===== src/hw/rtl/sbd_pkg.sv =====
// Shared types, constants and helpers for the system bus decoder.
// Used by sbd_front, sbd_queue, sbd_back and the top level.
package sbd_pkg;

	localparam int BOARD_RAM_BYTES = 262144;
	localparam int CHIP_RAM_BYTES  = 32768;
	localparam int PALETTE_BYTES   = 1024;
	localparam int VIDEO_RAM_BYTES = 98304;
	localparam int ATTRIBUTE_BYTES = 1024;

	localparam int BOARD_AW = $clog2(BOARD_RAM_BYTES);
	localparam int CHIP_AW  = $clog2(CHIP_RAM_BYTES);
	localparam int PAL_AW   = $clog2(PALETTE_BYTES);
	localparam int VID_AW   = $clog2(VIDEO_RAM_BYTES);
	localparam int ATTR_AW  = $clog2(ATTRIBUTE_BYTES);

	// wide enough for the largest mirror mask and the largest store size
	localparam int OFF_W = 19;

	localparam logic [31:0] BIOS_LAST  = 32'h0000_3FFF;
	localparam logic [31:0] CART_FIRST = 32'h0800_0000;
	localparam logic [31:0] CART_LAST  = 32'h0DFF_FFFF;
	localparam logic [31:0] CART_MASK  = 32'h01FF_FFFF;
	localparam logic [31:0] BOARD_MASK = 32'h0003_FFFF;
	localparam logic [31:0] CHIP_MASK  = 32'h0000_7FFF;
	localparam logic [31:0] PAL_MASK   = 32'h0000_03FF;
	localparam logic [31:0] VID_MASK   = 32'h0001_7FFF;
	localparam logic [31:0] ATTR_MASK  = 32'h0000_03FF;

	localparam logic [7:0] PAGE_BOARD = 8'h02;
	localparam logic [7:0] PAGE_CHIP  = 8'h03;
	localparam logic [7:0] PAGE_IO    = 8'h04;
	localparam logic [7:0] PAGE_PAL   = 8'h05;
	localparam logic [7:0] PAGE_VID   = 8'h06;
	localparam logic [7:0] PAGE_ATTR  = 8'h07;

	localparam logic OP_READ  = 1'b0;
	localparam logic OP_WRITE = 1'b1;

	localparam logic [1:0] SZ_BYTE = 2'd0;
	localparam logic [1:0] SZ_HALF = 2'd1;
	localparam logic [1:0] SZ_WORD = 2'd2;
	localparam logic [1:0] SZ_BAD  = 2'd3;

	typedef enum logic [3:0] {
		REG_BIOS  = 4'd0,
		REG_CART  = 4'd1,
		REG_BOARD = 4'd2,
		REG_CHIP  = 4'd3,
		REG_IO    = 4'd4,
		REG_PAL   = 4'd5,
		REG_VID   = 4'd6,
		REG_ATTR  = 4'd7,
		REG_NONE  = 4'd8
	} region_t;

	typedef enum logic [2:0] {
		ST_BOARD,
		ST_CHIP,
		ST_PAL,
		ST_VID,
		ST_ATTR
	} store_t;

	typedef enum logic [2:0] {
		S_IDLE,
		S_REDUCE,
		S_ACCESS,
		S_FINISH,
		S_OUT
	} bk_state_t;

	typedef struct packed {
		logic             wr;
		logic [1:0]       sz;
		logic [31:0]      wdata;
		region_t          region;
		logic             fault;
		logic             ext_req;
		logic [24:0]      ext_addr;
		logic [1:0]       ext_sz;
		logic             ext_wr;
		logic [31:0]      ext_wd;
		logic             mem;
		store_t           st;
		logic [OFF_W-1:0] off;
	} cmd_t;

	function automatic logic [31:0] size_mask(input logic [1:0] sz);
		logic [31:0] m;
		unique case (sz)
			SZ_BYTE: m = 32'h0000_00FF;
			SZ_HALF: m = 32'h0000_FFFF;
			default: m = 32'hFFFF_FFFF;
		endcase
		return m;
	endfunction

	function automatic logic [1:0] last_lane(input logic [1:0] sz);
		logic [1:0] l;
		unique case (sz)
			SZ_BYTE: l = 2'd0;
			SZ_HALF: l = 2'd1;
			default: l = 2'd3;
		endcase
		return l;
	endfunction

	function automatic logic [OFF_W-1:0] store_bytes(input store_t st);
		logic [OFF_W-1:0] b;
		unique case (st)
			ST_BOARD: b = OFF_W'(BOARD_RAM_BYTES);
			ST_CHIP:  b = OFF_W'(CHIP_RAM_BYTES);
			ST_PAL:   b = OFF_W'(PALETTE_BYTES);
			ST_VID:   b = OFF_W'(VIDEO_RAM_BYTES);
			default:  b = OFF_W'(ATTRIBUTE_BYTES);
		endcase
		return b;
	endfunction

endpackage


===== src/hw/rtl/sbd_queue.sv =====
// Two-entry command queue between the decode front and the memory back end.
// Depends on sbd_pkg.
module sbd_queue (
	input  logic          clk,
	input  logic          arst_n,
	input  logic          push_valid,
	output logic          push_ready,
	input  sbd_pkg::cmd_t push_cmd,
	output logic          pop_valid,
	input  logic          pop,
	output sbd_pkg::cmd_t pop_cmd
);
	import sbd_pkg::*;

	cmd_t       entry_q [2];
	logic       wr_ptr_q;
	logic       rd_ptr_q;
	logic [1:0] cnt_q;
	logic       do_push;
	logic       do_pop;

	assign push_ready = (cnt_q != 2'd2);
	assign pop_valid  = (cnt_q != 2'd0);
	assign do_push    = push_valid && push_ready;
	assign do_pop     = pop && pop_valid;
	assign pop_cmd    = entry_q[rd_ptr_q];

	always_ff @(posedge clk) begin
		if (do_push) begin
			entry_q[wr_ptr_q] <= push_cmd;
		end
	end

	always_ff @(posedge clk or negedge arst_n) begin
		if (!arst_n) begin
			wr_ptr_q <= 1'b0;
			rd_ptr_q <= 1'b0;
			cnt_q    <= 2'd0;
		end else begin
			if (do_push) begin
				wr_ptr_q <= !wr_ptr_q;
			end
			if (do_pop) begin
				rd_ptr_q <= !rd_ptr_q;
			end
			cnt_q <= cnt_q + 2'(do_push) - 2'(do_pop);
		end
	end

endmodule


===== config.mk =====
export PLATFORM = sky130hd
export DESIGN_NAME = sbd_queue
export DESIGN_NICKNAME = d
export VERILOG_FILES = /design/src/hw/rtl/sbd_pkg.sv /design/src/hw/rtl/sbd_queue.sv
export SDC_FILE = /design/constraint.sdc
export NUM_CORES = 1
export LEC_CHECK = 0
export BUFFER_PORTS_ARGS = -buffer_cell sky130_fd_sc_hd__buf_2
export CAP_MARGIN = 30
export CORE_MARGIN = 2
export CORE_UTILIZATION = 47
export CTS_CLUSTER_SIZE = 28
export DETAILED_ROUTE_END_ITERATION = 8
export GPL_TIMING_DRIVEN = 1
export PLACE_DENSITY = 0.73
export REMOVE_ABC_BUFFERS = 1
export SYNTH_ARGS = -nofsm -noshare
export SYNTH_HDL_FRONTEND = slang
export SYNTH_SLANG_ARGS = --single-unit
export TNS_END_PERCENT = 100

===== constraint.sdc =====
create_clock -name clk -period 7.4 [get_ports clk]
set_clock_uncertainty 0.2 [all_clocks]
set_input_delay 0.74 -clock clk [delete_from_list [all_inputs] [get_ports clk]]
set_output_delay 0.74 -clock clk [all_outputs]
set_load 0.05 [all_outputs]

* Word-level counts from Yosys, hierarchy flattened *
Memory sizes are Yosys's and may differ from the RTL's.
Index checks and enable logic that the tools add are counted.
Widths: inputs -> output; s select.

storage, ports and cells
  word-level logic and storage cells = 14
  memories kept = 1
  latch bits = 0
  memory bits (writable) = 248
  bits of input ports = 128
  ROM bits = 0
  output and inout bits = 126
  flip-flop bits (word level) = 4

memories
  name     words  width  read ports  clocked after Yosys merged registers in  wr ports  line             RTL
  entry_q  2      124    1           0                                        1         sbd_queue.sv:15  cmd_t entry_q [2];

cells by class
  divide/modulo/power cells = 0
  bitwise operators = 0
  eq/ne operators = 1
  add/subtract/negate cells = 2
  multiply operators = 0
  shift-type cells = 0
  multiplexer cells = 2
  $lt $le $gt $ge = 0
  reductions and logical operators = 5

operators by type and width
  kind                number
  $add 2x1->2         1
  $logic_and 1x1->1   2
  $logic_not 1->1     2
  $mux 1              2
  $ne 2x2->1 const B  1
  $reduce_bool 2->1   1
  $sub 2x1->2         1

* Longest topological paths before layout *
  depth after elaboration = 4
  depth in mapped cells = 5
  gate-level depth less buffers = 5

* Worst setup path after synthesis *
Ideal clock, no wire load.

  path kind = reg2reg
  start = reg cnt_q[0]
  end = mem entry_q[0][0] in the netlist's numbering, enable pin
  required time = 6591 ps
  buffers on the path = 0
  clock period less this slack = 7011 ps
  library setup time = 609 ps
  setup slack = 389 ps
  arrival time = 6202 ps
  cell stages (with the launch flop) = 4
  cells stage by stage = dfrtp_1 -> nand2b_1 -> nand2_1 -> nor2_1

on the way
  word-level cells in the longest chain between the ends = 4

ends and longest elaborated chain
  what                          line             RTL
  start: declaration            sbd_queue.sv:18  logic [1:0] cnt_q;
  start signal: assignment      sbd_queue.sv:46  cnt_q <= cnt_q + 2'(do_push) - 2'(do_pop);
  $ne 2x2->1                    sbd_queue.sv:22  assign push_ready = (cnt_q != 2'd2);
  via push_ready                sbd_queue.sv:7   output logic push_ready,
  $logic_and 1x1->1             sbd_queue.sv:24  assign do_push = push_valid && push_ready;
  $mux 1                        sbd_queue.sv:29  if (do_push) begin
  $mux 1 (not written as such)  sbd_queue.sv:30  entry_q[wr_ptr_q] <= push_cmd;
  end: declaration              sbd_queue.sv:15

The timed path passes the listed nets, and every way through them passes these cells.

==> flow_summary_export.csv <==
group,metric,value,unit
status,status,"finished, final reports clean",
clock_network,root_buffer,"clkbuf_16",
detailed_routing,dr.pass1.iters,4,
clock_network,clk_pin_slew,60,ps
floorplan,die_h,145,µm
detailed_routing,antenna_left,0,
detailed_routing,vias,4713,
pwr,clkPwrFrac,22.3,%
timing,min_period,3790,ps
grt,grt_max_degree,67,
timing,fin_ws,3610,ps
clock_network,cts_resized,0,
pwr,intPower,3.39,mW
final_layout,final_cell_mix,"buf_2 (253), edfxtp_1 (248), mux2_2 (74)",
grt,met2_usage,27.9,%
setup_path,required,6460,ps
floorplan,core,0.0195,mm²
timing,rsz0062_at_grt,"no",
yosys,netlist_area,0.00937,mm²
placed_design,dp_hpwl,11300,µm
clock_network,cts_tree,"built",
yosys,syn_inst,408,
setup_path,worstPathArrival,2850,ps
yosys,ys_ff_latch,252,
final_layout,layout_commonest_cell,"buf_2",
pwr,comb_power_share,40.4,%
timing,finalSetupTns,0,ps
clock_network,clockBufferDepth,3,
final_layout,area_delta_synth_final,25.6,%
final_layout,finalNonFillerCells,965,
floorplan,die_w,145,µm
setup_path,cp_max_fo,60,
grt,grt_pass1_vias,5190,
placed_design,place_area,0.0109,mm²
yosys,yosysSeqAreaShare,80.6,%
yosys,synth.distinct_cells,19,
pwr,pwr-share-seq,37.3,%
setup_path,ff2ff_setup_slack,4550,ps
clock_network,clock-sinks,252,
grt,grt_pass1_wl,26400,µm
placed_design,dp.cells,916,
detailed_routing,avgRoutedWirePerCell,17.7,µm
pwr,switching_power,2.25,mW
placed_design,portBuffers,253,
final_layout,fin_nets,809,
timing,worstMarginPinSlew,939,ps
floorplan,num_rows,51,
timing,slew_viol_final,0,
timing,setup_violations,0,
pwr,p_sw_share,39.8,%
placed_design,place_ws,3800,ps
floorplan,ios,254,
timing,timing.fmax,0.264,GHz
final_layout,finalInstanceArea,0.0118,mm²
worst_hold_path,hold_path_class,"in -> reg",
grt,busiest_layer,"met2",
grt,met1_usage,17.7,%
timing,hold-worst-slack,223,ps
timing,hold_violations,0,
final_layout,layout-drive-gt1-share,60.5,%
grt,track_usage,15.6,%
clock_network,htreeDepth,1,
timing,slew_headroom,37.2,%
detailed_routing,vias_per_cell,4.88,
run,max-cap-violations,0,
setup_path,crit_type,"reg -> out",
placed_design,globalplace.congestion,0.776,
detailed_routing,drt-initial-drc-count,171,
pwr,p_per_area,479,mW/mm²
clock_network,post_cts_buffers,0,
timing,post-route-period-util,51.2,%
grt,grt.overflow.total,0,
setup_path,cp-start-kind,"flop",
detailed_routing,routed_wl,17100,µm
setup_path,end_kind,"output pin",
yosys,ys_warn_count,0,
floorplan,fp.dieArea,0.0211,mm²
pwr,ir_drop,0.000353,V
yosys,avgSynthCellArea,23.0,µm²
grt,met3_usage,4.65,%
clock_network,numCtsBuffers,25,
detailed_routing,drc,0,
clock_network,clock_latency,500,ps
floorplan,initial_core_util,48.0,%
grt,grt_antenna_before_repair,3,
pwr,cellLeakagePower,4.54,nW
-- repair_timing --
item                       in CTS  in global routing
hold endpoints to repair        4                  0
setup endpoints to repair       0                  0
hold buffers                    1                  0
-- area by class of cell --
type | instances | area, µm²
fillers | 1476 | 7760
flip-flops and latches | 252 | 7550
multi-input cells | 142 | 1720
repair buffers | 259 | 1330
clock buffers | 36 | 707
well taps | 265 | 332
clock inverters | 9 | 120
diodes | 2 | 5.00
-- stage by stage --
step           utilization [%]  total power [mW]
6_report                  60.3              5.64
5_1_grt                   60.3              5.86
4_1_cts                   60.1              5.69
3_5_place_dp              55.8              4.43
3_3_place_gp              55.8              4.38
2_1_floorplan                -              4.04
-- Yosys cell counts, drive strengths merged --
master / number / area, µm²
ha: 1 / 12.5
edfxtp: 248 / 7450
nor4bb: 1 / 10.0
mux2: 124 / 1580
nand2: 2 / 7.51
o21ai: 1 / 5.00
o21ba: 1 / 10.0
nor2b: 1 / 6.26
nor2: 3 / 11.3
and3: 1 / 6.26
a311oi: 1 / 8.76
xnor2: 3 / 26.3
nand2b: 1 / 6.26
buf: 14 / 114
or2: 1 / 6.26
dfrtp: 4 / 100
nand3: 1 / 5.00
-- cells by family after synthesis --
kind of cell	count (synthesis)	share of synthesized area, %
XOR/XNOR	3	0.281
adder cells (fa/ha/maj)	1	0.134
flip-flops	252	80.6
multiplexers	124	16.9
AND/OR/NAND/NOR	11	0.628
AO/OA/AOI/OAI	3	0.254
buffers and inverters	14	1.22
-- metal layers --
| metal | wire length (µm) | vias up |
|---|---|---|
| li1 | - | 2177 |
| met1 | 6650 | 2305 |
| met2 | 8510 | 188 |
| met3 | 1320 | 41 |
| met4 | 558 | 2 |
| met5 | 13 | - |
-- sequential cells by signal, indices dropped and copies added (netlist names) --
| signal | count |
|---|---|
| rd_ptr_q | 1 |
| wr_ptr_q | 1 |
| cnt_q | 2 |
| entry_q | 248 |
-- power groups by stage --
stage	logic, mW	registers, mW	clock network [mW]
floorplan	1.84	2.20	0
global placement	2.27	2.12	0
detailed placement	2.29	2.14	0
CTS	2.30	2.11	1.29
global route	2.38	2.14	1.34
finish	2.28	2.10	1.26
-- final timing paths --
kind	to	depth (start not counted)	from
max in group asynchronous	rd_ptr_q	2	arst_n
hold / removal	entry_q[0][66]	1	push_cmd[66]
min in group asynchronous	wr_ptr_q	2	arst_n
hold reg to reg	wr_ptr_q	1	wr_ptr_q
setup reg to reg	entry_q[0][95]	4	cnt_q[0]
setup / recovery	pop_cmd[57]	4	rd_ptr_q
-- worst max-delay path, stage by stage (launching register included) --
cell and delay (ps):
dfrtp_4 990, buf_4 360, buf_16 330, mux2_2 380
buf_2 210
(Power assumes the default switching activity.)
