[src/hw/rtl/sbd_pkg.sv]
// Shared types, constants and helpers for the system bus decoder.
// Used by sbd_front, sbd_queue, sbd_back and the top level.
package sbd_pkg;

	localparam int BOARD_RAM_BYTES = 262144;
	localparam int CHIP_RAM_BYTES  = 32768;
	localparam int PALETTE_BYTES   = 1024;
	localparam int VIDEO_RAM_BYTES = 98304;
	localparam int ATTRIBUTE_BYTES = 1024;

	localparam int BOARD_AW = $clog2(BOARD_RAM_BYTES);
	localparam int CHIP_AW  = $clog2(CHIP_RAM_BYTES);
	localparam int PAL_AW   = $clog2(PALETTE_BYTES);
	localparam int VID_AW   = $clog2(VIDEO_RAM_BYTES);
	localparam int ATTR_AW  = $clog2(ATTRIBUTE_BYTES);

	// wide enough for the largest mirror mask and the largest store size
	localparam int OFF_W = 19;

	localparam logic [31:0] BIOS_LAST  = 32'h0000_3FFF;
	localparam logic [31:0] CART_FIRST = 32'h0800_0000;
	localparam logic [31:0] CART_LAST  = 32'h0DFF_FFFF;
	localparam logic [31:0] CART_MASK  = 32'h01FF_FFFF;
	localparam logic [31:0] BOARD_MASK = 32'h0003_FFFF;
	localparam logic [31:0] CHIP_MASK  = 32'h0000_7FFF;
	localparam logic [31:0] PAL_MASK   = 32'h0000_03FF;
	localparam logic [31:0] VID_MASK   = 32'h0001_7FFF;
	localparam logic [31:0] ATTR_MASK  = 32'h0000_03FF;

	localparam logic [7:0] PAGE_BOARD = 8'h02;
	localparam logic [7:0] PAGE_CHIP  = 8'h03;
	localparam logic [7:0] PAGE_IO    = 8'h04;
	localparam logic [7:0] PAGE_PAL   = 8'h05;
	localparam logic [7:0] PAGE_VID   = 8'h06;
	localparam logic [7:0] PAGE_ATTR  = 8'h07;

	localparam logic OP_READ  = 1'b0;
	localparam logic OP_WRITE = 1'b1;

	localparam logic [1:0] SZ_BYTE = 2'd0;
	localparam logic [1:0] SZ_HALF = 2'd1;
	localparam logic [1:0] SZ_WORD = 2'd2;
	localparam logic [1:0] SZ_BAD  = 2'd3;

	typedef enum logic [3:0] {
		REG_BIOS  = 4'd0,
		REG_CART  = 4'd1,
		REG_BOARD = 4'd2,
		REG_CHIP  = 4'd3,
		REG_IO    = 4'd4,
		REG_PAL   = 4'd5,
		REG_VID   = 4'd6,
		REG_ATTR  = 4'd7,
		REG_NONE  = 4'd8
	} region_t;

	typedef enum logic [2:0] {
		ST_BOARD,
		ST_CHIP,
		ST_PAL,
		ST_VID,
		ST_ATTR
	} store_t;

	typedef enum logic [2:0] {
		S_IDLE,
		S_REDUCE,
		S_ACCESS,
		S_FINISH,
		S_OUT
	} bk_state_t;

	typedef struct packed {
		logic             wr;
		logic [1:0]       sz;
		logic [31:0]      wdata;
		region_t          region;
		logic             fault;
		logic             ext_req;
		logic [24:0]      ext_addr;
		logic [1:0]       ext_sz;
		logic             ext_wr;
		logic [31:0]      ext_wd;
		logic             mem;
		store_t           st;
		logic [OFF_W-1:0] off;
	} cmd_t;

	function automatic logic [31:0] size_mask(input logic [1:0] sz);
		logic [31:0] m;
		unique case (sz)
			SZ_BYTE: m = 32'h0000_00FF;
			SZ_HALF: m = 32'h0000_FFFF;
			default: m = 32'hFFFF_FFFF;
		endcase
		return m;
	endfunction

	function automatic logic [1:0] last_lane(input logic [1:0] sz);
		logic [1:0] l;
		unique case (sz)
			SZ_BYTE: l = 2'd0;
			SZ_HALF: l = 2'd1;
			default: l = 2'd3;
		endcase
		return l;
	endfunction

	function automatic logic [OFF_W-1:0] store_bytes(input store_t st);
		logic [OFF_W-1:0] b;
		unique case (st)
			ST_BOARD: b = OFF_W'(BOARD_RAM_BYTES);
			ST_CHIP:  b = OFF_W'(CHIP_RAM_BYTES);
			ST_PAL:   b = OFF_W'(PALETTE_BYTES);
			ST_VID:   b = OFF_W'(VIDEO_RAM_BYTES);
			default:  b = OFF_W'(ATTRIBUTE_BYTES);
		endcase
		return b;
	endfunction

endpackage

[src/hw/rtl/sbd_front.sv]
// Front end: decodes the address into a region and classifies the access.
// Depends on sbd_pkg.
module sbd_front (
	input  logic            opcode,
	input  logic [1:0]      access_size,
	input  logic [31:0]     bus_address,
	input  logic [31:0]     write_data,
	output sbd_pkg::cmd_t   cmd
);
	import sbd_pkg::*;

	region_t          rg;
	store_t           st;
	logic [OFF_W-1:0] off;
	logic             wr;
	logic             display;
	logic             fault;
	logic             ext;

	always_comb begin
		rg = REG_NONE;
		if (bus_address <= BIOS_LAST) begin
			rg = REG_BIOS;
		end else if (bus_address >= CART_FIRST && bus_address <= CART_LAST) begin
			rg = REG_CART;
		end else begin
			unique case (bus_address[31:24])
				PAGE_BOARD: rg = REG_BOARD;
				PAGE_CHIP:  rg = REG_CHIP;
				PAGE_IO:    rg = REG_IO;
				PAGE_PAL:   rg = REG_PAL;
				PAGE_VID:   rg = REG_VID;
				PAGE_ATTR:  rg = REG_ATTR;
				default:    rg = REG_NONE;
			endcase
		end
	end

	always_comb begin
		unique case (rg)
			REG_BOARD: begin
				st  = ST_BOARD;
				off = OFF_W'(bus_address & BOARD_MASK);
			end
			REG_CHIP: begin
				st  = ST_CHIP;
				off = OFF_W'(bus_address & CHIP_MASK);
			end
			REG_PAL: begin
				st  = ST_PAL;
				off = OFF_W'(bus_address & PAL_MASK);
			end
			REG_VID: begin
				st  = ST_VID;
				off = OFF_W'(bus_address & VID_MASK);
			end
			REG_ATTR: begin
				st  = ST_ATTR;
				off = OFF_W'(bus_address & ATTR_MASK);
			end
			default: begin
				st  = ST_BOARD;
				off = '0;
			end
		endcase
	end

	assign wr      = (opcode == OP_WRITE);
	assign display = (rg == REG_PAL) || (rg == REG_VID) || (rg == REG_ATTR);
	assign fault   = (access_size == SZ_BAD) || (rg == REG_NONE) ||
	                 ((rg == REG_BIOS) && wr) || (wr && (access_size == SZ_BYTE) && display);
	assign ext     = !fault && ((rg == REG_BIOS) || (rg == REG_CART));

	always_comb begin
		cmd          = '0;
		cmd.wr       = wr;
		cmd.sz       = access_size;
		cmd.wdata    = write_data;
		cmd.region   = rg;
		cmd.fault    = fault;
		cmd.ext_req  = ext;
		cmd.ext_addr = ext ? 25'(bus_address & CART_MASK) : '0;
		cmd.ext_sz   = ext ? access_size : SZ_BYTE;
		cmd.ext_wr   = ext && wr;
		cmd.ext_wd   = (ext && wr) ? (write_data & size_mask(access_size)) : '0;
		cmd.mem      = !fault && ((rg == REG_BOARD) || (rg == REG_CHIP) || display);
		cmd.st       = st;
		cmd.off      = off;
	end

endmodule

[config.mk]
export PLATFORM = sky130hd
export DESIGN_NAME = sbd_front
export DESIGN_NICKNAME = d
export VERILOG_FILES = /design/src/hw/rtl/sbd_pkg.sv /design/src/hw/rtl/sbd_front.sv
export SDC_FILE = /design/constraint.sdc
export NUM_CORES = 1
export LEC_CHECK = 0
export BUFFER_PORTS_ARGS = -buffer_cell sky130_fd_sc_hd__buf_2
export CORE_AREA = 3 3 73 75
export DETAILED_ROUTE_END_ITERATION = 7
export DIE_AREA = 0 0 76 78
export GPL_TIMING_DRIVEN = 1
export PLACE_DENSITY_LB_ADDON = 0.1
export SYNTH_ARGS = -nofsm -noshare
export SYNTH_HDL_FRONTEND = slang
export SYNTH_SLANG_ARGS = --single-unit
[constraint.sdc]
create_clock -name vclk -period 4.55
set_input_delay 1.1375 -clock vclk [all_inputs]
set_output_delay 1.1375 -clock vclk [all_outputs]
set_load 0.005 [all_outputs]
==> Word-level counts from Yosys, hierarchy flattened <==
Cells that the tools add are included.
{ "classes": {"mul": 0, "reduce_logical": 19, "muxes": 9, "order_cmp": 3, "eq_ne": 15, "shifts": 0, "addsub": 0, "div": 0, "bitwise_logic": 1} }
{ "op_table": {"columns": ["op", "count"], "rows": [
  ["$pmux W18 S4", 1],
  ["$pmux W32 S2", 1],
  ["$and A32 B32 Y32", 1],
  ["$eq A8 B3 Y1 const B", 4],
  ["$ge A32 B28 Y1 const B", 1],
  ["$le A32 B14 Y1 const B", 1],
  ["$le A32 B28 Y1 const B", 1],
  ["$mux W32", 1],
  ["$mux W25", 1],
  ["$pmux W4 S6", 1],
  ["$eq A8 B2 Y1 const B", 2],
  ["$eq A4 B3 Y1 const B", 3],
  ["$pmux W3 S4", 1],
  ["$eq A4 B2 Y1 const B", 2],
  ["$logic_or A1 B1 Y1", 8],
  ["$mux W4", 2],
  ["$logic_and A1 B1 Y1", 7],
  ["$eq A4 B1 Y1 const B", 1],
  ["$eq A4 B4 Y1 const B", 1],
  ["$logic_not A4 Y1", 1],
  ["$eq A2 B1 Y1 const B", 1],
  ["$eq A2 B2 Y1 const B", 1],
  ["$logic_not A2 Y1", 1],
  ["$mux W2", 1],
  ["2 further kinds", 2]
]} }
{ "totals": {"mem_bits_ro": 0, "output_inout_bits": 124, "wordCells": 47, "mem_bits_rw": 0, "mem_count": 0, "regBits": 0, "latchBits": 0} }

==> Longest topological paths before layout <==
Gate-level depths: netlist (run 1).
{ "depth": {"ltp_word": 13, "depth_mapped": 7, "depth_no_buf": 4} }

==> Worst setup path after synthesis (run 1) <==
OpenSTA, ideal clock, no wires.
{ "synth_path": {"path_kind": "input to output", "startpoint": "in bus_address[28]", "endpoint": "out cmd[83] (netlist name)", "t_required_ns": 3.413, "arrival_ns": 2.424, "setup_slack_ns": 0.988, "stages": 6, "n_path_buf": 2, "cell_sequence": "nor4_4 > nand2_1 > o22a_1 > buf_2 > nor4_2 > buf_4"} }
{ "synth_via": {"elab_chain_len": 11, "word_cells_on_any_way": 29} }
{ "synth_lines": {"columns": ["element", "line_no", "text"], "rows": [
  ["from (decl)", "sbd_front.sv:6", "input logic [31:0] bus_address,"],
  ["$ge A32 B28 Y1 (tied with other cells)", "sbd_front.sv:24", "end else if (bus_address >= CART_FIRST && bus_address <= CART_LAST) begin"],
  ["$logic_and A1 B1 Y1 or $pmux W4 S6 (tied branches)", "sbd_front.sv:24, sbd_front.sv:27", null],
  ["$mux W4", "sbd_front.sv:24", null],
  ["$mux W4 (*)", "sbd_front.sv:22", "if (bus_address <= BIOS_LAST) begin"],
  ["$eq A4 B3 Y1", "sbd_front.sv:69", "assign display = (rg == REG_PAL) || (rg == REG_VID) || (rg == REG_ATTR);"],
  ["$logic_or A1 B1 Y1 (2 in a row)", "sbd_front.sv:69", null],
  ["$logic_and A1 B1 Y1", "sbd_front.sv:71", "((rg == REG_BIOS) && wr) || (wr && (access_size == SZ_BYTE) && display);"],
  ["$logic_or A1 B1 Y1", "sbd_front.sv:71", null],
  ["$logic_not A1 Y1", "sbd_front.sv:72", "assign ext = !fault && ((rg == REG_BIOS) || (rg == REG_CART));"],
  ["$logic_and A1 B1 Y1 (*)", "sbd_front.sv:72", null],
  ["to (decl)", "sbd_front.sv:8", "output sbd_pkg::cmd_t cmd"]
]} }
Every way passes the cells marked *; elsewhere a longest branch is shown, timed or not.

==> impl_metrics.py, run 1 <==
metrics = {
    "outcome": {
        "run_status": "finished clean",
    },
    "critical_path": {
        "cp-end-kind": "primary output",
        "worstPathCellList": "buf_2, nor4_4, nand2_1, o22a_1, buf_4, nor3_1, buf_2",
        "crit_start": "bus_address[28]",
        "worstPathArrival_ns": 2.99,
        "critPathCapture": "cmd[82]",
        "path_class": "in -> out",
        "path_common_cell": "buf_2",
        "path_max_fanout": 16,
        "cpPeakStageDelay_ns": 0.47,
        "crit_required_ns": 3.41,
        "slowest_stage": "nor4_4",
        "start_kind": "input pin",
    },
    "sta": {
        "slew_violations": 0,
        "setup_tns_ns": 0,
        "grt_setup_unrepaired": "false",
        "period_share_pct": 90.8,
        "worstMarginPinSlew_ns": 1.17,
        "clock.fmax_mhz": 242,
        "fin_crit_ns": 4.13,
        "setup_viol": 0,
        "finalHoldViolCount": 0,
        "slew_headroom_pct": 21.8,
    },
    "floorplan": {
        "pin_count": 191,
        "die-area_sq_um": 5930,
        "core_sq_um": 4720,
        "core.rowCount": 25,
        "die_w_um": 76,
        "die_y_um": 78,
        "initial_core_util_pct": 28.0,
    },
    "final_layout": {
        "antenna_cells": 0,
        "seq_cell_count": 0,
        "utilization_pct": 42.5,
        "seqCellArea_sq_um": 0,
        "area_growth_pct": 51.8,
        "clkbuf_count": 0,
        "layout-drive-gt1-share_pct": 64.6,
        "nets": 408,
    },
    "power": {
        "switchingPower_uw": 59.2,
        "comb_power_share_pct": 100.0,
        "pwr-share-clk_pct": 0,
        "leakagePower_nw": 1.32,
        "p_int_uw": 47.2,
        "peakVddDrop_mv": 0.0237,
        "swShare_pct": 55.6,
        "p_seq_share_pct": 0,
        "powerDensity_nw_per_um2": 53.1,
    },
    "detailed_routing": {
        "first_pass_iters": 4,
        "drc": 0,
        "drtIter0Drc": 28,
        "drtAntennaViolNets": 0,
        "detail_route.wl_per_cell_um": 12.4,
        "routed_wl_mm": 5.05,
        "viasPerCell": 4.39,
        "via_count": 1783,
    },
    "yosys": {
        "postSynthCellCount": 199,
        "yosys.area_share.adder_pct": 0.758,
        "avgSynthCellArea_sq_um": 6.64,
        "synth_xor_area_share_pct": 0.663,
        "ys.warnings.count": 0,
        "synth_fp_nets": 266,
        "synthDistinctLibCells": 33,
        "synthMuxAreaShare_pct": 0.758,
        "synth_area_sq_um": 1320,
        "synth-simple-area-share_pct": 62.6,
        "synth_top_family_by_area": "simple AND/OR/NAND/NOR gates",
        "seq_area_frac_synth_pct": 0,
        "synth_compound_area_share_pct": 5.87,
    },
    "clock_network": {
        "cts_setup_buffers": 0,
        "cts.repair.resized": 0,
        "ctsHoldBuffers": 0,
    },
    "grt": {
        "grt_pass1_vias": 1566,
        "grt_pass1_wl_mm": 7.80,
        "grt_overflow": 0,
        "grt_antenna_before_repair": 0,
        "gr-usage-all-layers_pct": 15.2,
        "grt_start_max_net_pins": 29,
    },
    "run": {
        "maxCapViolCount": 0,
    },
    "placement": {
        "gp_congestion": 0.741,
        "port_buffers": 190,
        "detailed_place_hpwl_mm": 4.25,
    },
    "min_path": {
        "hp-class": "in -> out",
    },
}
[layout make-up]
type,instances,area [sq um]
fillers,510,2720
inverters,3,11.3
multi-input cells,143,937
well taps,67,83.8
repair buffers,193,973
[through the flow]
stage	setup slack [ns]	hold slack [ns]	cell area (sq um)	cells	power [mW]
after floorplan	0.988	2.35	1320	199	0.0717
after global placement	0.437	2.45	2010	406	0.108
after detailed placement	0.401	2.45	2010	406	0.108
after CTS	0.394	2.45	2010	406	0.108
after global routing	0.205	2.46	2010	406	0.119
final	0.420	2.45	2010	406	0.106
[worst min-delay path by stage]
stage	cells past startpoint	start	to
4_1_cts	2	write_data[15]	cmd[104]
2_1_floorplan	2	bus_address[0]	cmd[58]
5_1_grt	2	write_data[16]	cmd[105]
6_report	2	write_data[15]	cmd[104]
3_5_place_dp	2	write_data[15]	cmd[104]
3_3_place_gp	2	write_data[12]	cmd[101]
[cell usage in the layout (no fill, tap or decap)]
| cell type | count |
|---|---|
| inv_2 | 1 |
| a31oi_2 | 1 |
| nor4_4 | 1 |
| o21a_1 | 1 |
| o211a_1 | 2 |
| o22a_1 | 1 |
| nand2b_1 | 1 |
| buf_2 | 190 |
| and2_1 | 32 |
| a21oi_1 | 2 |
| nor4_2 | 2 |
| nor4b_1 | 2 |
| nor3b_1 | 1 |
| a221oi_1 | 1 |
| inv_1 | 2 |
| nand2_1 | 30 |
| nor4_1 | 2 |
| nand4_1 | 1 |
| or3_1 | 1 |
| nor2_1 | 4 |
| nor3_2 | 21 |
| nor2b_1 | 2 |
| a32o_1 | 1 |
| nand3_1 | 2 |
| nor3_1 | 9 |
| mux2i_1 | 1 |
| buf_4 | 3 |
| conb_1 | 1 |
| maj3_1 | 1 |
| xnor2_1 | 1 |
| and3_1 | 19 |
[cell usage after synthesis, types with 2 or more instances]
master | n | share of area (%)
buf_4 | 38 | 22
and2_1 | 32 | 15
nand2_1 | 30 | 8.5
nor3_2 | 21 | 16
and3_1 | 19 | 9.0
nor3_1 | 9 | 3.4
buf_2 | 7 | 2.7
clkbuf_1 | 5 | 1.4
nor2_1 | 4 | 1.1
buf_6 | 3 | 2.6
a21oi_1 | 2 | 0.76
inv_1 | 2 | 0.57
nand3_1 | 2 | 0.76
nor2b_1 | 2 | 0.95
nor4_1 | 2 | 0.95
nor4_2 | 2 | 1.9
nor4b_1 | 2 | 1.3
o211a_1 | 2 | 1.5
[power groups by stage]
stage	Clock [mW]	Combinational, mW	Sequential (mW)
2_1_floorplan	0	0.0717	0
5_1_grt	0	0.119	0
3_5_place_dp	0	0.108	0
3_3_place_gp	0	0.108	0
6_report	0	0.106	0
4_1_cts	0	0.108	0
[per-layer routing]
layer | global-route usage, % | vias up | part of all wire (%)
li1 | - | 913 | -
met4 | 0 | 0 | 0
met2 | 30.8 | 104 | 52
met5 | 0 | - | 0
met3 | 4.41 | 0 | 11
met1 | 16.4 | 766 | 36
[worst max-delay path: cells and delay by family]
kind	cells	cell delay [ns]
AOI/OAI and AO/OA	1	0.45
buffers and inverters	3	0.58
and+or+nand+nor	3	0.82
[kinds of logic after synthesis]
| group | after synthesis |
|---|---|
| compound gates | 9 |
| xor+xnor | 1 |
| fa+ha+maj | 1 |
| buf+inv | 56 |
| mux | 1 |
| other cells | 1 |
| simple gates | 130 |
Power figures use the tool's default switching activity.
==> inputs of run 2 (changes only) <==
- REMOVE_ABC_BUFFERS: unset -> 1
==> impl_metrics.py, run 2 (same netlist as run 1, synthesis figures left out) <==
metrics = {
    "critical_path": {
        "crit_required_ns": 3.41,
        "path_depth": 7,
        "path_buf_inv": 3,
        "worstPathCellList": "buf_2, nor4_4, nand2_1, o22a_1, buf_12, nor3_1, buf_2",
        "path_class": "in -> out",
        "slowest_stage": "o22a_1",
        "cp-end-kind": "primary output",
        "start_kind": "input pin",
        "path_common_cell": "buf_2",
        "cpPeakStageDelay_ns": 0.49,
        "path_max_fanout": 19,
        "worstPathArrival_ns": 2.95,
        "crit_family": "simple AND/OR/NAND/NOR gates",
    },
    "final_layout": {
        "antenna_cells": 0,
        "layout-drive-gt1-share_pct": 64.7,
        "mostFrequentLayoutCells": "190 x buf_2, 32 x and2_1, 30 x nand2_1",
        "area_growth_pct": 53.3,
        "final_common_cell": "buf_2",
        "seqCellArea_sq_um": 0,
        "stdcell_area_sq_um": 2030,
        "seq_cell_count": 0,
        "nets": 409,
        "clkbuf_count": 0,
    },
    "floorplan": {
        "die_w_um": 76,
        "die-area_sq_um": 5930,
        "core.rowCount": 25,
        "core_sq_um": 4720,
        "die_y_um": 78,
        "pin_count": 191,
        "initial_core_util_pct": 28.0,
    },
    "grt": {
        "grt_pass1_wl_mm": 8.39,
        "grt_antenna_before_repair": 1,
        "gr-usage-all-layers_pct": 16.7,
        "grt_pass1_vias": 1667,
        "grt_start_max_net_pins": 28,
        "grt_overflow": 0,
    },
    "sta": {
        "worstMarginPinSlew_ns": 1.19,
        "slew_violations": 0,
        "grt_setup_unrepaired": "false",
        "setup_tns_ns": 0,
        "fin_crit_ns": 4.09,
        "finalHoldViolCount": 0,
        "setup_viol": 0,
        "slew_headroom_pct": 20.4,
        "period_share_pct": 89.9,
        "clock.fmax_mhz": 245,
    },
    "power": {
        "p_seq_share_pct": 0,
        "powerDensity_nw_per_um2": 53.5,
        "peakVddDrop_mv": 0.0245,
        "swShare_pct": 55.1,
        "pwr-share-clk_pct": 0,
        "comb_power_share_pct": 100.0,
        "leakagePower_nw": 1.33,
        "switchingPower_uw": 59.7,
        "p_int_uw": 48.7,
    },
    "clock_network": {
        "ctsHoldBuffers": 0,
        "cts.repair.resized": 0,
        "cts_setup_buffers": 0,
    },
    "min_path": {
        "hold_depth": 2,
        "hold_end": "cmd[99]",
        "hp-class": "in -> out",
        "hold_path.startpoint": "write_data[10]",
    },
    "placement": {
        "gp_congestion": 0.820,
        "placed_cell_area_sq_um": 2030,
        "detailed_place_hpwl_mm": 4.66,
        "port_buffers": 190,
    },
    "detailed_routing": {
        "drtIter0Drc": 52,
        "via_count": 1804,
        "drtAntennaViolNets": 0,
        "routed_wl_mm": 5.40,
        "viasPerCell": 4.43,
        "detail_route.wl_per_cell_um": 13.3,
        "drc": 0,
        "first_pass_iters": 4,
    },
    "outcome": {
        "run_status": "finished clean",
    },
    "run": {
        "maxCapViolCount": 0,
    },
}
## run 2: cell count changes in the layout (fill, tap and decap cells not counted)
cell	change
buf_12	+1
## run 2: worst max path at each step
stage	start	to	slack (ns)
floorplan	bus_address[28]	cmd[57]	0.63
global placement	bus_address[28]	cmd[66]	0.47
detailed placement	bus_address[26]	cmd[69]	0.45
CTS	bus_address[28]	cmd[61]	0.44
global route	bus_address[26]	cmd[79]	0.27
finish	bus_address[28]	cmd[61]	0.46
## run 2: through the flow
| stage | setup WS, ns | power (mW) | util [%] | hold WS [ns] | std cells |
|---|---|---|---|---|---|
| floorplan | 0.632 | 0.0357 | - | 2.28 | 146 |
| global placement | 0.466 | 0.110 | 42.9 | 2.45 | 407 |
| detailed placement | 0.449 | 0.110 | 42.9 | 2.45 | 407 |
| CTS | 0.443 | 0.110 | 42.9 | 2.45 | 407 |
| global route | 0.267 | 0.122 | 42.9 | 2.46 | 407 |
| finish | 0.461 | 0.108 | 42.9 | 2.45 | 407 |
## run 2: metal layers
metal	global-route usage (%)	part of all wire, %	vias up
met5	0	0.24	-
met2	34.8	54	102
met3	4.29	10	4
met1	17.2	35	779
li1	-	-	917
met4	0.543	0.31	2
## run 2: power by group through the flow
stage / sequential, mW / clock (mW) / combinational, mW
final: 0 / 0 / 0.108
after global routing: 0 / 0 / 0.122
after CTS: 0 / 0 / 0.110
after detailed placement: 0 / 0 / 0.110
after global placement: 0 / 0 / 0.110
after floorplan: 0 / 0 / 0.0357
## run 2: final cells by class
type	count	area, sq um
Tap cell	67	83.8
Timing Repair Buffer	194	993
Inverter	3	11.3
Fill cell	528	2700
Multi-Input combinational cell	143	937
